==> config.mk <==
export PLATFORM = sky130hd
export DESIGN_NAME = srrw_div
export DESIGN_NICKNAME = d
export VERILOG_FILES = /design/src/rtl/core/srrw_pkg.sv /design/src/rtl/core/srrw_div.sv
export SDC_FILE = /design/constraint.sdc
export NUM_CORES = 1
export LEC_CHECK = 0
export BUFFER_PORTS_ARGS = -buffer_cell sky130_fd_sc_hd__clkbuf_2
export CORE_UTILIZATION = 45
export CTS_CLUSTER_DIAMETER = 150
export DETAILED_ROUTE_END_ITERATION = 10
export GPL_TIMING_DRIVEN = 1
export PLACE_DENSITY_LB_ADDON = 0.15
export SLEW_MARGIN = 0
export SYNTH_ARGS = -nofsm -noshare
export SYNTH_HDL_FRONTEND = slang
export SYNTH_SLANG_ARGS = --single-unit
==> constraint.sdc <==
create_clock -name aclk -period 2.9 [get_ports aclk]
set_clock_uncertainty 0.15 [all_clocks]
set_input_delay 0.58 -clock aclk [delete_from_list [all_inputs] [get_ports aclk]]
set_output_delay 0.58 -clock aclk [all_outputs]
set_load 0.01 [all_outputs]
==> src/rtl/core/srrw_pkg.sv <==
// Package for the selective-repeat receive window.
// Holds field widths, command and register codes, and the transaction structs.
`timescale 1ns / 1ps
package srrw_pkg;

    localparam int WINDOW_DEF   = 32;
    localparam int OFF_W        = 24;
    localparam int LEN_W        = 11;
    localparam int RETRY_W      = 16;
    localparam int TICK_W       = 32;
    localparam int CFG_IDX_W    = 2;
    localparam int CFG_DATA_W   = 24;
    localparam int CNT_W        = OFF_W + 1;
    localparam int SEG_MAX      = 1024;
    localparam int SEG_RESET    = 1000;
    localparam int PROD_W       = CNT_W + 1 + LEN_W;

    typedef enum logic [1:0] {
        CMD_DATA  = 2'd0,
        CMD_TICK  = 2'd1,
        CMD_START = 2'd2,
        CMD_NONE  = 2'd3
    } cmd_t;

    typedef enum logic [CFG_IDX_W-1:0] {
        REG_TOTAL_BYTES   = 2'd0,
        REG_SEGMENT_BYTES = 2'd1,
        REG_RETRY_TICKS   = 2'd2,
        REG_UNUSED        = 2'd3
    } reg_idx_t;

    localparam logic KIND_REQUEST = 1'b0;
    localparam logic KIND_DELIVER = 1'b1;

    typedef struct packed {
        logic [1:0]       cmd;
        logic [OFF_W-1:0] seg_offset;
    } in_t;

    typedef struct packed {
        logic             kind;
        logic [OFF_W-1:0] byte_start;
        logic [LEN_W-1:0] byte_len;
        logic             all_done;
        logic             last;
    } out_t;

endpackage

==> src/rtl/core/srrw_div.sv <==
// Iterative restoring divider, one quotient bit per cycle.
// Shared by the segment count and the offset-to-sequence conversion; uses srrw_pkg.
`timescale 1ns / 1ps
module srrw_div #(
    parameter int NUM_W = srrw_pkg::CNT_W,
    parameter int DEN_W = srrw_pkg::LEN_W
) (
    input  logic             aclk,
    input  logic             aresetn,
    input  logic             start,
    input  logic [NUM_W-1:0] num,
    input  logic [DEN_W-1:0] den,
    output logic             done,
    output logic [NUM_W-1:0] quo
);
    localparam int CW = $clog2(NUM_W + 1);

    logic [CW-1:0]    count_reg, count_next;
    logic             busy_reg, busy_next;
    logic             done_reg, done_next;
    logic [NUM_W-1:0] num_reg, num_next;
    logic [NUM_W-1:0] quo_reg, quo_next;
    logic [DEN_W-1:0] den_reg, den_next;
    logic [DEN_W-1:0] rem_reg, rem_next;
    logic [DEN_W:0]   shifted;
    logic             fits;

    assign shifted = {rem_reg, num_reg[NUM_W-1]};
    assign fits    = shifted >= {1'b0, den_reg};

    always_comb begin
        count_next = count_reg;
        busy_next  = busy_reg;
        done_next  = 1'b0;
        num_next   = num_reg;
        quo_next   = quo_reg;
        den_next   = den_reg;
        rem_next   = rem_reg;
        if (start) begin
            busy_next  = 1'b1;
            count_next = CW'(NUM_W);
            num_next   = num;
            den_next   = den;
            rem_next   = '0;
            quo_next   = '0;
        end else if (busy_reg) begin
            num_next   = {num_reg[NUM_W-2:0], 1'b0};
            rem_next   = fits ? DEN_W'(shifted - {1'b0, den_reg}) : shifted[DEN_W-1:0];
            quo_next   = {quo_reg[NUM_W-2:0], fits};
            count_next = count_reg - 1'b1;
            if (count_reg == CW'(1)) begin
                busy_next = 1'b0;
                done_next = 1'b1;
            end
        end
    end

    always_ff @(posedge aclk) begin
        if (!aresetn) begin
            busy_reg  <= 1'b0;
            done_reg  <= 1'b0;
            count_reg <= '0;
        end else begin
            busy_reg  <= busy_next;
            done_reg  <= done_next;
            count_reg <= count_next;
        end
        num_reg <= num_next;
        quo_reg <= quo_next;
        den_reg <= den_next;
        rem_reg <= rem_next;
    end

    assign done = done_reg;
    assign quo  = quo_reg;

endmodule

==> flow_metrics.env <==
export IMPL_status="complete, no violations"
export IMPL_cp_max_fo=12
export IMPL_powerDensity_mw_per_mm2=597
export IMPL_synthesis_nets=379
export IMPL_drc_errors=0
export IMPL_die_h_um=92.2
export IMPL_finalHoldViolations=0
export IMPL_worst_path_buf_inv=2
export IMPL_cts_buffers=9
export IMPL_synth_distinct_cells=46
export IMPL_yosysWarnings=0
export IMPL_crit_path_cell_trace="inv_1 -> ha_1 -> fa_1 -> nand2b_1 -> a21oi_2 -> o2111a_1 -> o2111ai_1 -> buf_4 -> a41o_1 -> a211oi_1"
export IMPL_worstSkewPairLatency_ns=0.34
export IMPL_pin_count=65
export IMPL_ir_drop_uv=335
export IMPL_ys_flop_type="dfxtp_1"
export IMPL_start_util_pct=46.9
export IMPL_final_max_slew_viol_count=0
export IMPL_drive_gt1_share_pct=29.5
export IMPL_setup_viol=0
export IMPL_cts_tree="built"
export IMPL_cts_buffer_depth=2
export IMPL_yosysSeqAreaShare_pct=53.1
export IMPL_die_area_mm2=0.00850
export IMPL_fin_crit_ns=2.69
export IMPL_critPathArrivalTime_ns=2.79
export IMPL_post_cts_buffers=0
export IMPL_grt_pass1_vias=2481
export IMPL_place_hpwl_um=4800
export IMPL_cts_sinks=79
export IMPL_clock_root_buffer="clkbuf_8"
export IMPL_grt_pass1_wl_um=11600
export IMPL_core_mm2=0.00781
export IMPL_power_internal_w=0.00190
export IMPL_synth_cells=326
export IMPL_tns_ns=0
export IMPL_track_usage_pct=17.6
export IMPL_synth_edf_count=36
export IMPL_critPathKind="flop to flop"
export IMPL_swShare_pct=26.1
export IMPL_place_congestion=0.802
export IMPL_seq_power_share_pct=49.7
export IMPL_slowest_stage="fa_1"
export IMPL_grt_overflow_total=0
export IMPL_cts_repair_resized=0
export IMPL_fin_nets=445
export IMPL_wl_per_cell_um=14.0
export IMPL_comb_power_share_pct=15.3
export IMPL_antenna_cells=0
export IMPL_htreeDepth=3
export IMPL_hold_path_class="input port to flop"
export IMPL_die_w_um=92.2
export IMPL_p_leak_nw=1.82
export IMPL_firstDrtPassIters=4
export IMPL_antenna_found_initial=0
export IMPL_synth_seq_cells=79
export IMPL_num_rows=32
export IMPL_port_buffers=64
export IMPL_ant_nets=0
export IMPL_grt_max_degree=51
export IMPL_drt_initial_drc_count=134
export IMPL_drt_wl_total_um=6980
export IMPL_via_count=2605
export IMPL_syn2layout_area_growth_pct=17.9
export IMPL_p_switching_w=0.000672
export IMPL_pwr_share_clk_pct=35.0
export IMPL_fmax_ghz=0.372
export IMPL_start_kind="flop"
export IMPL_slew_headroom_pct=58.3
export IMPL_cp_end_kind="flop"
export IMPL_fin_crit_sh_pct=92.6
export IMPL_syn_area_mm2=0.00366
export IMPL_tightest_slew_ns=0.625
export IMPL_cp_required_ns=3.00
export IMPL_routed_via_density=5.22
export IMPL_clkSlewWorstSetupHoldPaths_ns=0.09
export IMPL_cp_slowest_stage_delay_ns=0.40
export IMPL_maxCapViolations=0
export IMPL_avgSynthCellArea_um2=11.2
export IMPL_synthArstFlopShare_pct=0
export IMPL_grt_setup_unrepaired="no"
export IMPL_fin_util_pct=55.3
export IMPL_cpLargestDelayFamily="compound AO/OA/AOI/OAI gates"
export IMPL_cts_hold_buf=0
==> cell usage in the layout, fill, tap and decap left out, drive strengths merged, types with 5 or more instances in the layout <==
master | netlist | layout
ha | 13 | 13
xnor2 | 5 | 5
o21ai | 14 | 14
buf | 6 | 6
mux2 | 25 | 25
nand2 | 7 | 7
xor2 | 5 | 5
nand3 | 5 | 5
inv | 17 | 20
clkbuf | 9 | 75
edfxtp | 36 | 36
dfxtp | 43 | 43
a21oi | 8 | 8
a311oi | 5 | 5
nor2 | 49 | 49
mux2i | 24 | 24
a211oi | 6 | 6
nand2b | 9 | 9
==> cell usage after synthesis, types with 2 or more instances <==
master / n / area, um2
a211oi_1: 6 / 45.0
a21o_1: 2 / 15.0
a21oi_1: 7 / 35.0
a311oi_1: 5 / 43.8
a41oi_1: 3 / 26.3
and2_1: 3 / 18.8
and3_1: 2 / 12.5
buf_1: 3 / 11.3
buf_2: 2 / 10.0
clkbuf_1: 9 / 33.8
dfxtp_1: 43 / 861
edfxtp_1: 36 / 1080
ha_1: 13 / 163
inv_1: 17 / 63.8
mux2_2: 25 / 282
mux2i_1: 24 / 240
nand2_1: 7 / 26.3
nand2b_1: 9 / 56.3
nand3_1: 5 / 25.0
nor2_1: 48 / 180
nor2b_1: 3 / 18.8
nor3_1: 4 / 20.0
o2111ai_1: 3 / 26.3
o21a_1: 2 / 15.0
o21ai_0: 14 / 70.1
o311ai_0: 2 / 17.5
o31ai_1: 2 / 15.0
xnor2_1: 5 / 43.8
xor2_1: 5 / 43.8
==> power groups by stage <==
| stage | combinational (W) | clock (W) | sequential, W |
|---|---|---|---|
| floorplan | 0.000289 | 0 | 0.00130 |
| global placement | 0.000385 | 0 | 0.00130 |
| detailed placement | 0.000392 | 0 | 0.00131 |
| CTS | 0.000395 | 0.000933 | 0.00128 |
| global route | 0.000443 | 0.000975 | 0.00129 |
| finish | 0.000393 | 0.000902 | 0.00128 |
==> worst paths after layout <==
| check | slack [ns] | start | depth (start not counted) | to |
|---|---|---|---|---|
| max | 0.21 | num_reg[24] | 10 | rem_reg[6] |
| max reg2reg | 0.21 | num_reg[24] | 10 | rem_reg[6] |
| min | 0.25 | den[7] | 1 | den_reg[7] |
| min reg2reg | 0.33 | rem_reg[10] | 2 | rem_reg[10] |
==> layer usage <==
metal	GRT usage (%)	up-vias	part of all wire, %
li1	-	1315	-
met1	23.9	1227	49
met2	26.9	56	45
met3	4.06	7	4.8
met4	7.55	0	1.2
met5	0	-	0
==> worst register-to-register path: stages, from the launching register on <==
cell	delay [ns]
edfxtp_1	0.36
inv_1	0.05
ha_1	0.22
fa_1	0.40
nand2b_1	0.19
a21oi_2	0.20
o2111a_1	0.26
o2111ai_1	0.12
buf_4	0.21
a41o_1	0.24
a211oi_1	0.22
==> stage by stage <==
| stage | power, W | instance area, um2 | hold WS [ns] | cells | worst slack [ns] |
|---|---|---|---|---|---|
| 3_3_place_gp | 0.00169 | 4090 | 0.317 | 483 | 0.381 |
| 5_1_grt | 0.00271 | 4310 | 0.241 | 499 | 0.0953 |
| 2_1_floorplan | 0.00158 | 3660 | 0.300 | 326 | 0.509 |
| 3_5_place_dp | 0.00170 | 4090 | 0.324 | 483 | 0.260 |
| 4_1_cts | 0.00261 | 4310 | 0.234 | 499 | 0.237 |
| 6_report | 0.00258 | 4310 | 0.253 | 499 | 0.214 |
==> cell type report <==
type / instances / area (um2)
Clock buffer: 11 / 163
Clock inverter: 5 / 60.1
Fill cell: 719 / 3490
Multi-Input combinational cell: 215 / 1590
Tap cell: 102 / 128
Sequential cell: 79 / 1940
Inverter: 17 / 63.8
Timing Repair Buffer: 70 / 365
==> kinds of logic after synthesis <==
kind of cell	count (synthesis)	synth area share, %
and+or+nand+nor	88	11.3
DFF	79	53.1
AOI/OAI and AO/OA	54	10.5
muxes	49	14.3
buffers and inverters	32	3.45
adders and majority gates	14	4.99
xor gates and xnor gates	10	2.39
(Power assumes the default switching activity.)
